`src/rtl/nmb_pkg.sv`:
```
// Shared types and constants for the 3x3 neighbour-mean blur.
// No dependencies; imported by every module of the block.
`timescale 1ns / 1ps
`default_nettype none

package nmb_pkg;

  localparam int MAX_WIDTH   = 1024;
  localparam int MAX_HEIGHT  = 4096;
  localparam int ADDR_W      = $clog2(MAX_WIDTH);
  localparam int W_REG_W     = 11;
  localparam int H_REG_W     = 13;
  localparam int ROW_W       = 13;
  localparam int COUNT_W     = 22;
  localparam int PROD_W      = W_REG_W + H_REG_W;
  localparam int PIX_W       = 24;
  localparam int CFG_IDX_W   = 2;
  localparam int CFG_DATA_W  = 13;
  localparam int OFIFO_DEPTH = 4;
  localparam int OFIFO_PTR_W = $clog2(OFIFO_DEPTH);
  localparam int OFIFO_CNT_W = OFIFO_PTR_W + 1;

  localparam logic [CFG_IDX_W-1:0] REG_FRAME_WIDTH  = CFG_IDX_W'(0);
  localparam logic [CFG_IDX_W-1:0] REG_FRAME_HEIGHT = CFG_IDX_W'(1);

  localparam logic ACT_DRAIN = 1'b1;

  localparam logic [W_REG_W-1:0] RESET_WIDTH    = W_REG_W'(640);
  localparam logic [H_REG_W-1:0] RESET_HEIGHT   = H_REG_W'(480);
  localparam logic [COUNT_W-1:0] RESET_LAST_IDX = COUNT_W'(640 * 480 - 1);

  typedef logic [PIX_W-1:0] pixel_t;

  typedef struct packed {
    logic [ADDR_W-1:0] col;
    logic              emit;
    logic              border;
    logic              last;
    logic              fwd;
    pixel_t            pix;
  } s1_item_t;

  typedef struct packed {
    pixel_t rgb;
    logic   frame_end;
  } result_t;

endpackage

`default_nettype wire

```
`src/rtl/nmb_seq.sv`:
```
// Frame registers, position counters and the read-stage item register.
// Decides emit, border and frame end per item. Uses nmb_pkg.
`timescale 1ns / 1ps
`default_nettype none

module nmb_seq
  import nmb_pkg::*;
(
  input  wire logic                  clk,
  input  wire logic                  rst,
  input  wire logic                  cfg_wr,
  input  wire logic [CFG_IDX_W-1:0]  cfg_index,
  input  wire logic [CFG_DATA_W-1:0] cfg_data,
  input  wire logic                  accept,
  input  wire logic                  action,
  input  wire logic [7:0]            red_in,
  input  wire logic [7:0]            green_in,
  input  wire logic [7:0]            blue_in,
  output logic [ADDR_W-1:0]          rd_addr,
  output logic                       s1_valid,
  output s1_item_t                   s1
);

  logic [W_REG_W-1:0] w_eff;
  logic [H_REG_W-1:0] h_eff;
  logic [COUNT_W-1:0] last_idx;
  logic [ADDR_W-1:0]  in_column;
  logic [ROW_W-1:0]   in_row;
  logic [COUNT_W-1:0] out_count;

  logic [W_REG_W-1:0] w_sat;
  logic [H_REG_W-1:0] h_sat;
  logic [W_REG_W-1:0] w_next;
  logic [H_REG_W-1:0] h_next;
  logic [PROD_W-1:0]  prod;
  logic               reg_hit;
  logic [ADDR_W-1:0]  col;
  logic               col_last;
  s1_item_t           item;

  always_comb begin
    w_sat = cfg_data[W_REG_W-1:0];
    if (w_sat == '0) begin
      w_sat = W_REG_W'(1);
    end else if (w_sat > W_REG_W'(MAX_WIDTH)) begin
      w_sat = W_REG_W'(MAX_WIDTH);
    end
    h_sat = cfg_data[H_REG_W-1:0];
    if (h_sat == '0) begin
      h_sat = H_REG_W'(1);
    end else if (h_sat > H_REG_W'(MAX_HEIGHT)) begin
      h_sat = H_REG_W'(MAX_HEIGHT);
    end
    reg_hit = (cfg_index == REG_FRAME_WIDTH) || (cfg_index == REG_FRAME_HEIGHT);
    w_next  = (cfg_index == REG_FRAME_WIDTH) ? w_sat : w_eff;
    h_next  = (cfg_index == REG_FRAME_HEIGHT) ? h_sat : h_eff;
    prod    = PROD_W'(w_next) * PROD_W'(h_next);
  end

  always_comb begin
    col      = ({1'b0, in_column} >= w_eff) ? ADDR_W'(w_eff - W_REG_W'(1)) : in_column;
    col_last = ({1'b0, col} == (w_eff - W_REG_W'(1)));
    item.col    = col;
    item.emit   = (in_row >= ROW_W'(2)) || ((in_row == ROW_W'(1)) && (col != '0));
    item.border = (col == '0) || (col == ADDR_W'(1)) || (in_row == ROW_W'(1)) ||
                  (in_row >= h_eff);
    item.last   = (out_count >= last_idx);
    item.fwd    = s1_valid && (s1.col == col);
    item.pix    = (action == ACT_DRAIN) ? '0 : {red_in, green_in, blue_in};
    rd_addr     = col;
  end

  always_ff @(posedge clk) begin
    if (rst) begin
      w_eff     <= RESET_WIDTH;
      h_eff     <= RESET_HEIGHT;
      last_idx  <= RESET_LAST_IDX;
      in_column <= '0;
      in_row    <= '0;
      out_count <= '0;
    end else if (cfg_wr && reg_hit) begin
      w_eff     <= w_next;
      h_eff     <= h_next;
      last_idx  <= COUNT_W'(prod - PROD_W'(1));
      in_column <= '0;
      in_row    <= '0;
      out_count <= '0;
    end else if (accept) begin
      if (item.emit && item.last) begin
        in_column <= '0;
        in_row    <= '0;
        out_count <= '0;
      end else begin
        if (col_last) begin
          in_column <= '0;
          in_row    <= in_row + ROW_W'(1);
        end else begin
          in_column <= col + ADDR_W'(1);
        end
        if (item.emit) begin
          out_count <= out_count + COUNT_W'(1);
        end
      end
    end
  end

  always_ff @(posedge clk) begin
    if (rst) begin
      s1_valid <= 1'b0;
    end else begin
      s1_valid <= accept;
    end
  end

  always_ff @(posedge clk) begin
    if (accept) begin
      s1 <= item;
    end
  end

endmodule

`default_nettype wire

```
`config.mk`:
```
export PLATFORM = sky130hd
export DESIGN_NAME = nmb_seq
export DESIGN_NICKNAME = d
export VERILOG_FILES = /design/src/rtl/nmb_pkg.sv /design/src/rtl/nmb_seq.sv
export SDC_FILE = /design/constraint.sdc
export NUM_CORES = 1
export LEC_CHECK = 0
export ABC_CLOCK_PERIOD_IN_PS = 8880
export BUFFER_PORTS_ARGS = -buffer_cell sky130_fd_sc_hd__buf_2
export CAP_MARGIN = 20
export CORE_MARGIN = 1.5
export CORE_UTILIZATION = 28
export CTS_BUF_LIST = sky130_fd_sc_hd__clkbuf_4 sky130_fd_sc_hd__clkbuf_8
export CTS_CLUSTER_DIAMETER = 120
export CTS_CLUSTER_SIZE = 30
export DETAILED_ROUTE_END_ITERATION = 12
export GPL_TIMING_DRIVEN = 0
export MAX_ROUTING_LAYER = met4
export PLACE_DENSITY_LB_ADDON = 0.2
export REMOVE_ABC_BUFFERS = 1
export SLEW_MARGIN = 20
export SYNTH_ARGS = -nofsm -noshare
export SYNTH_HDL_FRONTEND = slang
export SYNTH_SLANG_ARGS = --single-unit
export TNS_END_PERCENT = 100
```
`constraint.sdc`:
```
create_clock -name clk -period 8.88 [get_ports clk]
set_input_delay 0.444 -clock clk [delete_from_list [all_inputs] [get_ports clk]]
set_output_delay 0.444 -clock clk [all_outputs]
set_load 0.02 [all_outputs]
```
# Word-level counts from Yosys, hierarchy flattened
# Index checks and enable logic that the tools add are counted.
[totals]
in_bits = 44
elab_cells = 62
out_inout_bits = 49
reg_bits = 130
[classes]
n_eq_ne = 5
reduce_logical = 19
magnitude_cmp = 6
mul = 1
muxes = 13
n_addsub = 5
[op_table]
columns = ["cell", "n"]
rows = [
  ["2-to-1 mux 13 bit", 5],
  ["2-to-1 mux 22 bit", 2],
  ["2-to-1 mux 11 bit", 3],
  ["2-to-1 mux 10 bit", 3],
  ["adder 22 x 1 -> 22 bit (second input constant)", 1],
  [">= comparator 22 bit", 1],
  ["multiplier 11 x 13 -> 22 bit", 1],
  ["subtractor 22 x 1 -> 22 bit (second input constant)", 1],
  ["adder 13 x 1 -> 13 bit (second input constant)", 1],
  ["equality test 13 x 1 -> 1 bit (second input constant)", 1],
  [">= comparator 13 bit", 1],
  [">= comparator 13 x 2 -> 1 bit (second input constant)", 1],
  ["greater-than comparator 13 bit (second input constant)", 1],
  ["logical NOT 13 bit", 1],
  ["equality test 10 x 11 -> 1 bit", 1],
  [">= comparator 10 x 11 -> 1 bit", 1],
  ["greater-than comparator 11 bit (second input constant)", 1],
  ["logical NOT 11 bit", 1],
  ["subtractor 11 x 1 -> 11 bit (second input constant)", 1],
  ["adder 10 x 1 -> 10 bit (second input constant)", 1],
  ["equality test 10 x 1 -> 1 bit (second input constant)", 1],
  ["equality test 10 bit", 1],
  ["logical NOT 10 bit", 1],
  ["nonzero test 10 bit", 1],
  ["7 further kinds", 16],
]

# Logic depth before layout (Yosys ltp)
[logic_depth]
word_depth = 8
depth_mapped = 28
ltp_nobuf = 27

# Worst setup path before layout
# No wires, ideal clock.
[synth_timing]
path_type = "input to register"
from = "input port cfg_data[3]"
to = "register last_idx[20]"
path_buffers = 1
slack_ps = 2442
t_arrival_ps = 6302
path_stages = 26
t_required_ps = 8743
path_cell_list = "nor4_1 nand3_1 nor3_1 xor2_1 nor2_1 a22o_1 clkbuf_1 nand2_1 fa_1 inv_1 fa_1 fa_1 fa_1 inv_1 fa_1 inv_1 ha_1 a21o_1 a21o_1 a21oi_1 nand2_1 a21oi_1 o2111ai_1 a21oi_1 xor2_1 o22ai_1"
[synth_between]
elab_chain_len = 6
[synth_rtl]
columns = ["item", "line", "rtl"]
rows = [
  ["start: declaration", "nmb_seq.sv:13", "input wire logic [CFG_DATA_W-1:0] cfg_data,"],
  ["greater-than comparator 13 bit / greater-than comparator 11 bit (equally long branches)", "nmb_seq.sv:51, nmb_seq.sv:45", ""],
  ["2-to-1 mux 13 bit / 2-to-1 mux 11 bit (equally long branches)", "nmb_seq.sv:51, nmb_seq.sv:45", ""],
  ["2-to-1 mux 13 bit / 2-to-1 mux 11 bit (equally long branches)", "nmb_seq.sv:49, nmb_seq.sv:43", ""],
  ["2-to-1 mux 13 bit / 2-to-1 mux 11 bit (equally long branches)", "nmb_seq.sv:56, nmb_seq.sv:55", ""],
  ["multiplier 11 x 13 -> 22 bit *", "nmb_seq.sv:57", "prod = PROD_W'(w_next) * PROD_W'(h_next);"],
  ["subtractor 22 x 1 -> 22 bit *", "nmb_seq.sv:84", "last_idx <= COUNT_W'(prod - PROD_W'(1));"],
  ["end signal: assignment", "nmb_seq.sv:84", ""],
  ["end: declaration", "nmb_seq.sv:26", "logic [COUNT_W-1:0] last_idx;"],
]
# Mark *: on every way between the ends. The rest lies on a longest branch, timed or not.
# A chain may end at the register's enable or synchronous reset.

# Worst setup path after layout
[layout_timing]
from = "input port cfg_data[5]"
to = "register last_idx[20]"
# Same word-level chain as after synthesis.

==> impl_metrics.json <==
{
  "whs_path_depth": 2,
  "fin_skew_ns": 0.0243,
  "leakagePower_uw": 0.00617,
  "grt_overflow": 0,
  "row_count": 75,
  "worst_slew_pin_slew_ns": 1.05,
  "status": "complete, no violations",
  "reg2reg_depth": 22,
  "grt_usage_pct": 15.4,
  "cellPowerDensity_mw_per_mm2": 152,
  "cp-end-kind": "flop",
  "ctsRootBufferMaster": "clkbuf_8",
  "min_period_ns": 7.48,
  "post-route-period-util_pct": 84.3,
  "antenna_found_initial": 0,
  "ctsResizeCount": 0,
  "wire_per_inst_um": 16.1,
  "setup_viol_count_final": 0,
  "floorplan.initialDensity_pct": 28.5,
  "ir_worst_vdd_uv": 84.0,
  "final_nets": 1701,
  "cts_setup_buffers": 0,
  "cp-start-kind": "input port",
  "finalHoldViolCount": 0,
  "crit_arrival_ns": 7.80,
  "drt-initial-drc-count": 532,
  "synth.yosys.seq_area_share_pct": 24.8,
  "dr.pass1.iters": 5,
  "htree_levels": 4,
  "synth_seq_cells": 130,
  "drc": 0,
  "die-area_mm2": 0.0442,
  "hold_buffers": 0,
  "synth.distinct_cells": 62,
  "antenna_left": 0,
  "numClockSinks": 130,
  "multi_input_area_mm2": 0.00793,
  "io_buffers": 92,
  "place_hpwl_um": 25200,
  "critPathMaxFanout": 12,
  "grt_max_degree": 53,
  "synthCells": 1393,
  "grt_pass1_wl_um": 51800,
  "die_height_um": 210,
  "yosysWarningCount": 0,
  "routed_wl_um": 32100,
  "tns_ns": 0,
  "core_mm2": 0.0421,
  "syn2layout_area_growth_pct": 11.4,
  "synth.top_cell.area_share_pct": 17.7,
  "synth-edff-count": 38,
  "crit_required_ns": 9.19,
  "synth_area_leaders": "fa_1, dfxtp_1, ha_1",
  "layout_common_cells": "inv_1, nand2_1, ha_1, fa_1",
  "place_congestion": 0.840,
  "grt_pass1_vias": 9525,
  "final-max-slew-violation-count": 0,
  "io_pins": 93,
  "syn_avg_cell_area_um2": 8.62,
  "viasPerCell": 4.77,
  "cts_buffers": 17,
  "max_cap_viol_count": 0,
  "clk_latency_ns": 0.46,
  "nFillCells": 4414,
  "netlist_area_mm2": 0.0120,
  "antenna_cells": 0,
  "drive_gt1_share_pct": 11.3,
  "rsz0062_at_grt": "no",
  "yosys.area.top_type": "fa_1",
  "clk_pin_slew_ns": 0.10,
  "critical_path_class": "input port to flop",
  "clockBufferDepth": 2,
  "critPathMostFrequentCell": "fa_1",
  "cts_tree": "done",
  "min_path_type": "input port to flop",
  "slowest_stage": "a22o_1",
  "mostFrequentLayoutCell": "inv_1",
  "timing.slew.headroom_pct": 30.1,
  "die_x_um": 210,
  "layout.area.seq_mm2": 0.00298,
  "slowest_delay_ns": 0.65,
  "fmax_ghz": 0.134,
  "synth_flop_cell": "dfxtp_1",
  "vias": 9521,
  "finish.utilization_pct": 31.8,
  "async_reset_ff_share_pct": 0
}
-- critical path: cells and delay by family --
kind | cells | cell delay (ns)
adder cells (fa/ha/maj) | 6 | 3.06
AO/OA/AOI/OAI | 8 | 2.02
XOR/XNOR | 2 | 0.49
AND/OR/NAND/NOR | 6 | 1.44
buffers and inverters | 4 | 0.30
-- Yosys cell counts, types with 4 or more instances --
library cell and number:
ha_1 108, o21bai_1 7, o21a_1 7, inv_1 225, dfxtp_1 92, a21o_1 20, nand4_1 11, buf_2 6
nand2_1 180, and4_1 4, buf_4 11, a31oi_1 4, nand2b_1 17, edfxtp_1 38, fa_1 106, o211ai_1 4
nor2b_1 29, xor2_1 37, a22o_1 15, nor3_1 15, and2_1 29, o22ai_1 14, a21oi_1 58, xnor2_1 39
or3_1 10, or2_2 4, a22oi_1 12, a211oi_1 8, mux2_2 4, o21ai_0 56, nand3_1 32, mux2i_1 8
nor2_1 67, o2111ai_1 5, o31ai_1 5, nor4_1 11, and3_1 11, clkbuf_1 49
-- path summary, 6_finish.rpt --
| kind | start | end | slack (ns) |
|---|---|---|---|
| worst max-delay path | cfg_data[5] | last_idx[20]$_SDFFE_PP0P_ | 1.40 |
| worst min-delay path | green_in[6] | s1[14]$_SDFFCE_PP0P_ | 0.27 |
| worst max register to register | w_eff[7]$_SDFFE_PP1P_ | last_idx[20]$_SDFFE_PP0P_ | 2.56 |
| worst min register to register | last_idx[1]$_SDFFE_PP1P_ | last_idx[1]$_SDFFE_PP1P_ | 0.47 |
-- cell families (layout without fill, tap and decap cells) --
group	Yosys count	in the layout	synth area share, %
adder cells (fa/ha/maj)	215	215	29.0
multiplexers	13	13	1.23
AND/OR/NAND/NOR	428	428	16.8
flip-flops	130	130	24.8
AO/OA/AOI/OAI	234	234	12.8
XOR/XNOR	76	76	5.54
buffers and inverters	297	360	9.81
-- final cells by class --
| type | count | area share, % |
|---|---|---|
| well taps | 539 | 5.04 |
| multi-input cells | 966 | 59.3 |
| repair buffers | 102 | 4.09 |
| clock buffers | 17 | 1.75 |
| flip-flops and latches | 130 | 22.3 |
| clock inverters | 15 | 1.23 |
| inverters | 226 | 6.34 |
-- routing by layer --
metal  part of all wire, %  wire [µm]  vias to the layer above  global-route usage (%)
li1                      -          -                     4647                       -
met1                    49      15600                     4664                    21.2
met2                    46      14800                      189                    24.1
met3                   4.3       1370                       21                    2.34
met4                   1.1        352                        0                    3.05
met5                     0          0                        -                       -
-- through the flow --
| step | power (µW) | hold WS, ns | cells | instance area [µm²] | worst slack [ns] |
|---|---|---|---|---|---|
| after floorplan | 1240 | 0.436 | 1322 | 11700 | 2.53 |
| after global placement | 1510 | 0.457 | 1953 | 12800 | 0.478 |
| after detailed placement | 1510 | 0.463 | 1963 | 13000 | 1.05 |
| after CTS | 2060 | 0.233 | 1995 | 13400 | 1.48 |
| after global routing | 2180 | 0.241 | 1995 | 13400 | 1.04 |
| final | 2030 | 0.267 | 1995 | 13400 | 1.40 |
-- flip-flops by register name (all words and copies together), names as in the netlist --
name / cells
s1: 38
last_idx: 22
out_count: 22
h_eff: 13
in_row: 13
w_eff: 11
in_column: 10
s1_valid: 1
-- where the power goes --
| part | switching (µW) | internal [µW] | leakage (µW) |
|---|---|---|---|
| sequential | 14.7 | 648 | 0.00112 |
| clock | 291 | 236 | 0.000199 |
| combinational | 528 | 313 | 0.00485 |
Note: power is estimated with default switching activity, not from simulation.
