[src/rtl/nmb_pkg.sv]
// Shared types and constants for the 3x3 neighbour-mean blur.
// No dependencies; imported by every module of the block.
`timescale 1ns / 1ps
`default_nettype none

package nmb_pkg;

  localparam int MAX_WIDTH   = 1024;
  localparam int MAX_HEIGHT  = 4096;
  localparam int ADDR_W      = $clog2(MAX_WIDTH);
  localparam int W_REG_W     = 11;
  localparam int H_REG_W     = 13;
  localparam int ROW_W       = 13;
  localparam int COUNT_W     = 22;
  localparam int PROD_W      = W_REG_W + H_REG_W;
  localparam int PIX_W       = 24;
  localparam int CFG_IDX_W   = 2;
  localparam int CFG_DATA_W  = 13;
  localparam int OFIFO_DEPTH = 4;
  localparam int OFIFO_PTR_W = $clog2(OFIFO_DEPTH);
  localparam int OFIFO_CNT_W = OFIFO_PTR_W + 1;

  localparam logic [CFG_IDX_W-1:0] REG_FRAME_WIDTH  = CFG_IDX_W'(0);
  localparam logic [CFG_IDX_W-1:0] REG_FRAME_HEIGHT = CFG_IDX_W'(1);

  localparam logic ACT_DRAIN = 1'b1;

  localparam logic [W_REG_W-1:0] RESET_WIDTH    = W_REG_W'(640);
  localparam logic [H_REG_W-1:0] RESET_HEIGHT   = H_REG_W'(480);
  localparam logic [COUNT_W-1:0] RESET_LAST_IDX = COUNT_W'(640 * 480 - 1);

  typedef logic [PIX_W-1:0] pixel_t;

  typedef struct packed {
    logic [ADDR_W-1:0] col;
    logic              emit;
    logic              border;
    logic              last;
    logic              fwd;
    pixel_t            pix;
  } s1_item_t;

  typedef struct packed {
    pixel_t rgb;
    logic   frame_end;
  } result_t;

endpackage

`default_nettype wire

[src/rtl/nmb_ofifo.sv]
// Small result queue between the datapath and the output channel.
// Reports full when in-flight items could overrun it. Uses nmb_pkg.
`timescale 1ns / 1ps
`default_nettype none

module nmb_ofifo
  import nmb_pkg::*;
(
  input  wire logic    clk,
  input  wire logic    rst,
  input  wire logic    push,
  input  wire result_t push_data,
  input  wire logic    in_flight,
  input  wire logic    pop,
  output logic         not_empty,
  output logic         no_room,
  output result_t      head
);

  result_t                slots [OFIFO_DEPTH];
  logic [OFIFO_PTR_W-1:0] wr_ptr;
  logic [OFIFO_PTR_W-1:0] rd_ptr;
  logic [OFIFO_CNT_W-1:0] count;

  always_comb begin
    not_empty = (count != '0);
    no_room   = ((count + OFIFO_CNT_W'(in_flight)) >= OFIFO_CNT_W'(OFIFO_DEPTH));
    head      = slots[rd_ptr];
  end

  always_ff @(posedge clk) begin
    if (rst) begin
      wr_ptr <= '0;
      rd_ptr <= '0;
      count  <= '0;
    end else begin
      if (push) begin
        wr_ptr <= wr_ptr + OFIFO_PTR_W'(1);
      end
      if (pop) begin
        rd_ptr <= rd_ptr + OFIFO_PTR_W'(1);
      end
      if (push && !pop) begin
        count <= count + OFIFO_CNT_W'(1);
      end else if (pop && !push) begin
        count <= count - OFIFO_CNT_W'(1);
      end
    end
  end

  always_ff @(posedge clk) begin
    if (push) begin
      slots[wr_ptr] <= push_data;
    end
  end

endmodule

`default_nettype wire

[config.mk]
export PLATFORM = sky130hd
export DESIGN_NAME = nmb_ofifo
export DESIGN_NICKNAME = d
export VERILOG_FILES = /design/src/rtl/nmb_pkg.sv /design/src/rtl/nmb_ofifo.sv
export SDC_FILE = /design/constraint.sdc
export NUM_CORES = 1
export LEC_CHECK = 0
export BUFFER_PORTS_ARGS = -buffer_cell sky130_fd_sc_hd__buf_4
export CAP_MARGIN = 5
export CORE_MARGIN = 2
export CORE_UTILIZATION = 63
export CTS_BUF_LIST = sky130_fd_sc_hd__clkbuf_8
export CTS_CLUSTER_DIAMETER = 120
export CTS_CLUSTER_SIZE = 25
export DETAILED_ROUTE_END_ITERATION = 10
export GPL_ROUTABILITY_DRIVEN = 0
export PLACE_DENSITY = 0.85
export SLEW_MARGIN = 20
export SYNTH_ARGS = -nofsm -noshare
export SYNTH_HDL_FRONTEND = slang
export SYNTH_SLANG_ARGS = --single-unit
[constraint.sdc]
create_clock -name clk -period 2.5 [get_ports clk]
set_input_delay 0.125 -clock clk [delete_from_list [all_inputs] [get_ports clk]]
set_output_delay 0.125 -clock clk [all_outputs]
set_load 0.005 [all_outputs]
# Yosys cells after proc, flatten, opt, wreduce, memory -nomap -nowiden
# Memories as Yosys holds them, arrays and structs flattened. A register that Yosys moved wholly into a read port is not among the register bits.
# Cells that the tools add are included.
dict set report word_totals {
  ff_bits 7
  latch_bits 0
  output_inout_bits 27
  ram_bits 100
  rom_bits 0
  in_bits 30
  mem_count 1
}
# memory words width rd rd_clocked_by_memory_dff wr line_no
set memory_table {}
lappend memory_table {slots 4 25 1 1 1 nmb_ofifo.sv:20} ;# result_t slots [OFIFO_DEPTH];
dict set report classes {
  addsub 5
  n_lt_le_gt_ge 1
  bitwise 0
  n_shift 0
  div_mod_pow 0
  n_reduce_logical 6
  mux 6
  eq_ne 0
  multipliers 0
}
# cell count
set op_table {}
lappend op_table {{two-way mux 3 bit} 2}
lappend op_table {{adder 2 x 1 -> 2 bit (second input constant)} 2}
lappend op_table {{two-way mux 2 bit} 2}
lappend op_table {{adder 3 x 1 -> 3 bit} 1}
lappend op_table {{adder 3 x 1 -> 3 bit (second input constant)} 1}
lappend op_table {{greater-or-equal comparator 3 bit (second input constant)} 1}
lappend op_table {{nonzero test 3 bit} 1}
lappend op_table {{subtractor 3 x 1 -> 3 bit (second input constant)} 1}
lappend op_table {{logical AND 1 bit} 2}
lappend op_table {{zero test 1 bit} 2}
lappend op_table {{two-way mux 1 bit} 2}
lappend op_table {{nonzero test 2 bit} 1}

# Longest topological paths before layout
# Gate-level depths: netlist of run 1.
dict set report depth {
  depth_word 4
  mapped_depth 7
  ltp_nobuf 7
}

# Worst setup path after synthesis of run 1
# No wires, ideal clock.
dict set report synth_path {
  path_kind {register to register}
  start {reg wr_ptr[0]}
  end {mem slots[2][0] (netlist name) (enable)}
  setup_slack_ps 941
  arrival_time_ps 1175
  path_stages_with_launch 4
  setup_time_ps 384
  required_time_ps 2116
  path_cell_list {dfxtp_1 -> inv_1 -> ha_1 -> and2_1}
}
# element line_no
set synth_rtl {}
lappend synth_rtl {{start, declared} nmb_ofifo.sv:21} ;# logic [OFIFO_PTR_W-1:0] wr_ptr;
lappend synth_rtl {{start signal, assigned} nmb_ofifo.sv:38} ;# wr_ptr <= wr_ptr + OFIFO_PTR_W'(1);
lappend synth_rtl {{end, declared} nmb_ofifo.sv:20}
# No word-level cell before the write port.

==> run metrics, run 1 <==
CTS Sinks 109; max_cap viols 0; Residual DRC 0; fin cells 353; Cells after Synth 176; Slew Viols, Final 0; status complete, no violations; r2r setup slk 0.96 ns; Yosys cell types 22; syn avg cell area 23.2 um2; final setup margin 0.435 ns; Setup Skew 0.00772 ns; first-pass GRT wire length 10.9 mm; Clk Latency, worst-skew pair 0.36 ns; htree depth 3; maximum vdd drop 532 uV; Detailed Place HPWL 4.58 mm; FP Rows 29; adder-cell share of the synthesized area 2.02%; nets 307; critical path's largest stage delay 0.63 ns; final WL 7.10 mm; Bufs and invs on worst path 2; n_diodes 0; Setup Crit Path Kind register to primary output; area share of the largest cell type after synthesis 73.5%; worst-path fanout max 15; IO Pins 57; Critical Path End Type primary output; critical path depth 3; EDFF count, synth 100; end of the worst register-to-register path slots[1][20]; Max-Slew Margin vs Limit 69.1%; Die Wd 84.6 um; Ys Warns 0; #FFs+latches synth 109; number of global-route vias before repair 2083; top-count cell post-synth edfxtp_1; GRT overflow 0; Pwr per Cell Area 704 mW/mm2; Longest Clk Path Bufs 2; Combinational Power Share 12.8%; root buffer cell clkbuf_8; Arr. time, crit path 1.94 ns; switch share 21.1%; port bufs 56; startpoint class of the critical path register; Post-Synthesis Net Count 212; final hold viol count 0; largest family of logic cells by synthesized area multiplexers; Hold Path Class primary input to register; Most used DFF post-synth edfxtp_1; placed cells 311; Worst-Margin Slew 0.464 ns; CTS tree yes; R2R cell count 4; starting density of the core 64.7%; Clock power frac 27.3%; most numerous cell on the critical path buf_4; GRT Overall Usage 21.3%; setup_tns 0 ns; DR vias/cell 5.57; initial antenna violation count 0; share of cells above drive strength 1 35.5%; Area contributors post-synth edfxtp_1 73%, mux4_2 11%, dfxtp_1 4.4%; Final period util 82.6%; Setup WS pre-CTS 0.778 ns; DRT antenna net count 0; crit path cell chain buf_4 > mux4_2 > buf_4; worst path required time 2.38 ns; multiplexer share of the synthesized area 14.7%; Core ar. 0.00631 mm2; Commonest cells post-synth 100 x edfxtp_1, 20 x mux4_2, 9 x dfxtp_1; cts bufs inserted 9; DRT iter0 DRCs 92; Synth area leader edfxtp_1; Leak Pwr 1.80 nW; Largest delay share family, worst path flip-flops; Net Switching 0.000752 W; fin crit period 2.07 ns; sequential share of power 59.9%; Die Ht 84.6 um; internal power 0.00281 W; critical path's slowest cell dfxtp_2; RR Startpoint wr_ptr[1]; sequential share of the synthesized area 77.9%; largest net degree at the start of global routing 26; die area 0.00715 mm2; clock-pin slew on the worst setup and hold paths 0.08 ns; Max Fclk 0.484 GHz; complex-gate fraction of the synthesized area 0.245%; via count 1965; end point of the critical path head[22]; Post-Syn Area 0.00409 mm2; post_cts resized 0; FILL cells 337; Wirelength per Cell 20.1 um; P&R area growth vs syn 23.8%; post-synthesis xor/xnor area fraction 1.29%; final setup violation count 0; asr flop ratio synth 0%; drt pass-1 iters 4; post-synthesis simple-gate area fraction 1.78%; RSZ-0062 raised after global routing no
==> worst min path at each step <==
stage / startpoint / endpoint / cells past startpoint
2_1_floorplan: push_data[0] / slots[0][0] / 0
3_3_place_gp: push_data[13] / slots[2][13] / 1
3_5_place_dp: push_data[8] / slots[0][8] / 1
4_1_cts: pop / rd_ptr[0] / 3
5_1_grt: pop / register / 3
6_report: pop / rd_ptr[0] / 3
==> flip-flops by register name (all words and copies together), names as in the netlist, named ones only <==
signal,cells
wr_ptr,2
rd_ptr,2
count,3
slots,100
==> power by group through the flow <==
stage	sequential (W)	combinational [W]	clock [W]
finish	0.00213	0.000457	0.000970
global route	0.00214	0.000493	0.00106
CTS	0.00213	0.000465	0.000994
detailed placement	0.00218	0.000429	0
global placement	0.00217	0.000412	0
floorplan	0.00215	0.000238	0
==> worst register-to-register path: stages (launching register included) <==
cell and delay [ns]:
dfxtp_1 0.35, inv_1 0.09, ha_1 0.13, and2_1 0.27, buf_4 0.37
==> placed cells by master, fill, tap and decap left out <==
cell,n
buf_12,1
nand2_1,1
dfxtp_1,8
dfxtp_2,1
clkinv_1,2
and2_1,4
mux4_2,20
edfxtp_1,100
o21ai_0,1
inv_1,6
nand3_1,1
clkbuf_8,9
xor2_1,3
buf_4,64
a21oi_1,1
mux4_1,5
nor2_1,7
bufinv_16,1
mux2i_1,2
clkinv_2,1
fa_1,1
or3_1,2
ha_1,5
xnor2_1,3
clkinv_4,1
dlygate4sd3_1,26
==> cells by family after synthesis <==
logic type,after synthesis
fa+ha+maj,6
mux,27
flops,109
simple gates,15
buf+inv,11
xor+xnor,6
compound gates,2
==> area by class of cell <==
class	count	area [um2]	share of cell area [%]
clock buffers	9	124	2.45
clock inverters	7	58.8	1.16
repair buffers	91	761	15.0
well taps	77	96.3	1.90
multi-input cells	56	820	16.2
inverters	4	15.0	0.297
flip-flops and latches	109	3180	62.9
==> per-layer routing <==
metal | track usage, % | up-vias | wire, um
met4 | 11.1 | 0 | 205
met2 | 36.6 | 54 | 3850
met5 | 0 | - | 0
met1 | 25.5 | 986 | 2770
li1 | - | 905 | -
met3 | 4.62 | 20 | 268
==> timing repair <==
| action | CTS | global route |
|---|---|---|
| setup buffers | 0 | 0 |
| hold buffers | 26 | 0 |
| setup endpoints to repair | 0 | 0 |
| endpoints found under the hold margin | 107 | 0 |
==> metrics by stage <==
step | util (%) | power [W] | instance area [um2] | hold slack (ns)
finish | 80.1 | 0.00356 | 5060 | 0.0727
global route | 80.1 | 0.00370 | 5060 | 0.0705
CTS | 80.1 | 0.00359 | 5060 | 0.0534
detailed placement | 73.1 | 0.00260 | 4620 | 0.328
global placement | 73.1 | 0.00258 | 4620 | 0.325
floorplan | - | 0.00239 | 4090 | 0.224
(Power assumes the default switching activity.)
==> run 2, diff against run 1 <==
--- a/config.mk
+++ b/config.mk
@@ -8,13 +8,13 @@
 export BUFFER_PORTS_ARGS = -buffer_cell sky130_fd_sc_hd__buf_4
 export CAP_MARGIN = 5
 export CORE_MARGIN = 2
-export CORE_UTILIZATION = 63
+export CORE_UTILIZATION = 59
 export CTS_BUF_LIST = sky130_fd_sc_hd__clkbuf_8
 export CTS_CLUSTER_DIAMETER = 120
 export CTS_CLUSTER_SIZE = 25
 export DETAILED_ROUTE_END_ITERATION = 10
 export GPL_ROUTABILITY_DRIVEN = 0
-export PLACE_DENSITY = 0.85
+export PLACE_DENSITY = 0.81
 export SLEW_MARGIN = 20
 export SYNTH_ARGS = -nofsm -noshare
 export SYNTH_HDL_FRONTEND = slang
==> constraint.sdc (replaced) <==
create_clock -name clk -period 1.93 [get_ports clk]
set_input_delay 0.0965 -clock clk [delete_from_list [all_inputs] [get_ports clk]]
set_output_delay 0.0965 -clock clk [all_outputs]
set_load 0.005 [all_outputs]
==> run metrics, run 2 (same netlist as run 1, synthesis figures left out) <==
status complete, no violations; Net Switching 0.00102 W (+36%); r2r setup slk 0.41 ns (-0.55 ns); n_diodes 0 (unchanged); Final period util 92.6%; Residual DRC 0 (unchanged); largest net degree at the start of global routing 26 (unchanged); end of the worst register-to-register path slots[2][8]; Pwr per Cell Area 927 mW/mm2 (+32%); cts bufs inserted 9 (unchanged); Arr. time, crit path 1.69 ns (-0.25 ns); final instance area 0.00510 mm2 (+0.82%); P&R area growth vs syn 24.8%; fin crit period 1.79 ns; Die Wd 87.2 um (+3.2%); worst-path fanout max 9 (-6); DRT iter0 DRCs 75 (-18%); Post-CTS Setup Bufs 0 (unchanged); starting density of the core 60.5% (-4.2 points); final setup violation count 0 (unchanged); Max Fclk 0.560 GHz; Hold Path Class primary input to register; GRT Overall Usage 19.2% (-2.2 points); RR Startpoint wr_ptr[0]; Worst-Margin Slew 0.370 ns (-0.0943 ns); register area 0.00319 mm2 (about the same); area of the multi-input gates 820 um2 (unchanged); commonest non-fill, non-tap cell in the layout edfxtp_1; commonest non-fill, non-tap cells in the layout 100 x edfxtp_1, 60 x buf_4, 26 x dlygate4sd3_1; Wirelength per Cell 19.0 um (-5.7%); critical path depth 3 (unchanged); Critical Path End Type primary output; Combinational Power Share 12.7% (about the same); internal power 0.00371 W (+32%); Largest delay share family, worst path multiplexers; total power 0.00473 W (+33%); critical path's largest stage delay 0.55 ns (-0.08 ns); final hold viol count 0 (unchanged); first-pass GRT wire length 10.4 mm (-4.1%); Bufs and invs on worst path 2 (unchanged); sequential share of power 58.3% (-1.6 points); GRT busiest layer met2; nets 305 (-0.65%); Longest Clk Path Bufs 2 (unchanged); worst path required time 1.83 ns (-0.55 ns); maximum vdd drop 700 uV (+32%); final WL 6.72 mm (-5.4%); initial antenna violation count 0 (unchanged); drt pass-1 iters 4 (unchanged); DRT antenna net count 0 (unchanged); Core ar. 0.00676 mm2 (+7.0%); htree depth 3 (unchanged); Setup Crit Path Kind register to primary output; FP Rows 30 (+3.4%); Clock power frac 29.0% (+1.7 points); end point of the critical path head[19]; Leak Pwr 1.81 nW (+0.11%); CTS tree yes; port bufs 56 (unchanged); CTS Sinks 109 (unchanged); startpoint class of the critical path register; die area 0.00761 mm2 (+6.5%); root buffer cell clkbuf_8; share of cells above drive strength 1 36.5% (+0.99 points); Detailed Place HPWL 4.03 mm (-12%); Most flops, register slots; final core occ 75.5% (-4.6 points); M3 GR Usage 6.64% (+2.0 points); critical path's slowest cell mux4_1; RSZ-0062 raised after global routing no; max_cap viols 0 (unchanged); number of global-route vias before repair 2068 (-0.72%); Hold Slack 0.0410 ns (-0.0317 ns); setup_tns 0 ns (unchanged); via count 1943 (-1.1%); Max-Slew Margin vs Limit 75.4% (+6.3 points); Top Registers slots x100, count x3; DR vias/cell 5.49 (-1.4%); R2R cell count 4 (unchanged); switch share 21.6% (+0.49 points); Slew Viols, Final 0 (unchanged); met1 Usage GRT 22.2% (-3.3 points); FILL cells 388 (+15%); Setup Skew 0.00779 ns (+0.0000745 ns); clock-pin slew on the worst setup and hold paths 0.09 ns (about the same); Die Ht 87.2 um (+3.2%); DP Area 0.00463 mm2 (+0.30%); max reg flops 100 (unchanged); IO Pins 57 (unchanged); crit path cell chain buf_12 > mux4_1 > buf_4; GR met2 Demand/Resource 34.2% (-2.4 points); GRT overflow 0 (unchanged); Clk Latency, worst-skew pair 0.36 ns (about the same)
## run 2: cell count changes in the layout (fill, tap and decap cells not counted)
cell and delta:
buf_12 +2, clkbuf_8 +1, clkinv_4 +1, inv_1 -2, dfxtp_4 +1, dfxtp_2 -1
clkinv_1 -2, buf_4 -4, inv_6 +2
## run 2: how the worst min path moves through the flow
stage / startpoint / end / depth (start not counted)
floorplan: push_data[0] / slots[0][0] / 0
global placement: push_data[14] / slots[1][14] / 1
detailed placement: push_data[15] / slots[3][15] / 1
CTS: push / wr_ptr[1] / 3
global route: pop / register / 3
finish: pop / rd_ptr[0] / 3
## run 2: power groups by stage
stage,clock network (W),logic [W],registers [W]
after floorplan,0,0.000308,0.00279
after global placement,0,0.000555,0.00280
after detailed placement,0,0.000567,0.00281
after CTS,0.00140,0.000612,0.00276
after global routing,0.00148,0.000653,0.00277
final,0.00137,0.000602,0.00276
## run 2: stage by stage
| stage | setup WS (ns) | std cells |
|---|---|---|
| after floorplan | 0.371 | 176 |
| after global placement | 0.438 | 312 |
| after detailed placement | 0.387 | 312 |
| after CTS | 0.00934 | 354 |
| after global routing | 0.0498 | 354 |
| final | 0.143 | 354 |
## run 2: cell type report
class | instances | area share (%)
flip-flops and latches | 109 | 62.5
multi-input cells | 56 | 16.1
repair buffers | 89 | 15.1
clock buffers | 10 | 2.70
well taps | 80 | 1.96
clock inverters | 6 | 1.37
inverters | 4 | 0.294
## run 2: worst register-to-register path, cell delays in order, from the launching register on
cell and delay [ns]:
dfxtp_1 0.36, inv_1 0.10, ha_1 0.14, and2_1 0.24, buf_4 0.36
## run 2: layer usage
| metal | vias to the layer above | part of all wire, % |
|---|---|---|
| li1 | 902 | - |
| met1 | 983 | 39 |
| met2 | 49 | 56 |
| met3 | 9 | 4.4 |
| met4 | 0 | 1.4 |
| met5 | - | 0 |
## run 2: timing repair
action,in CTS,in global routing
gates resized for setup,0,1
hold buffers,26,0
endpoints found under the hold margin,109,0
endpoints found under the setup margin,0,5
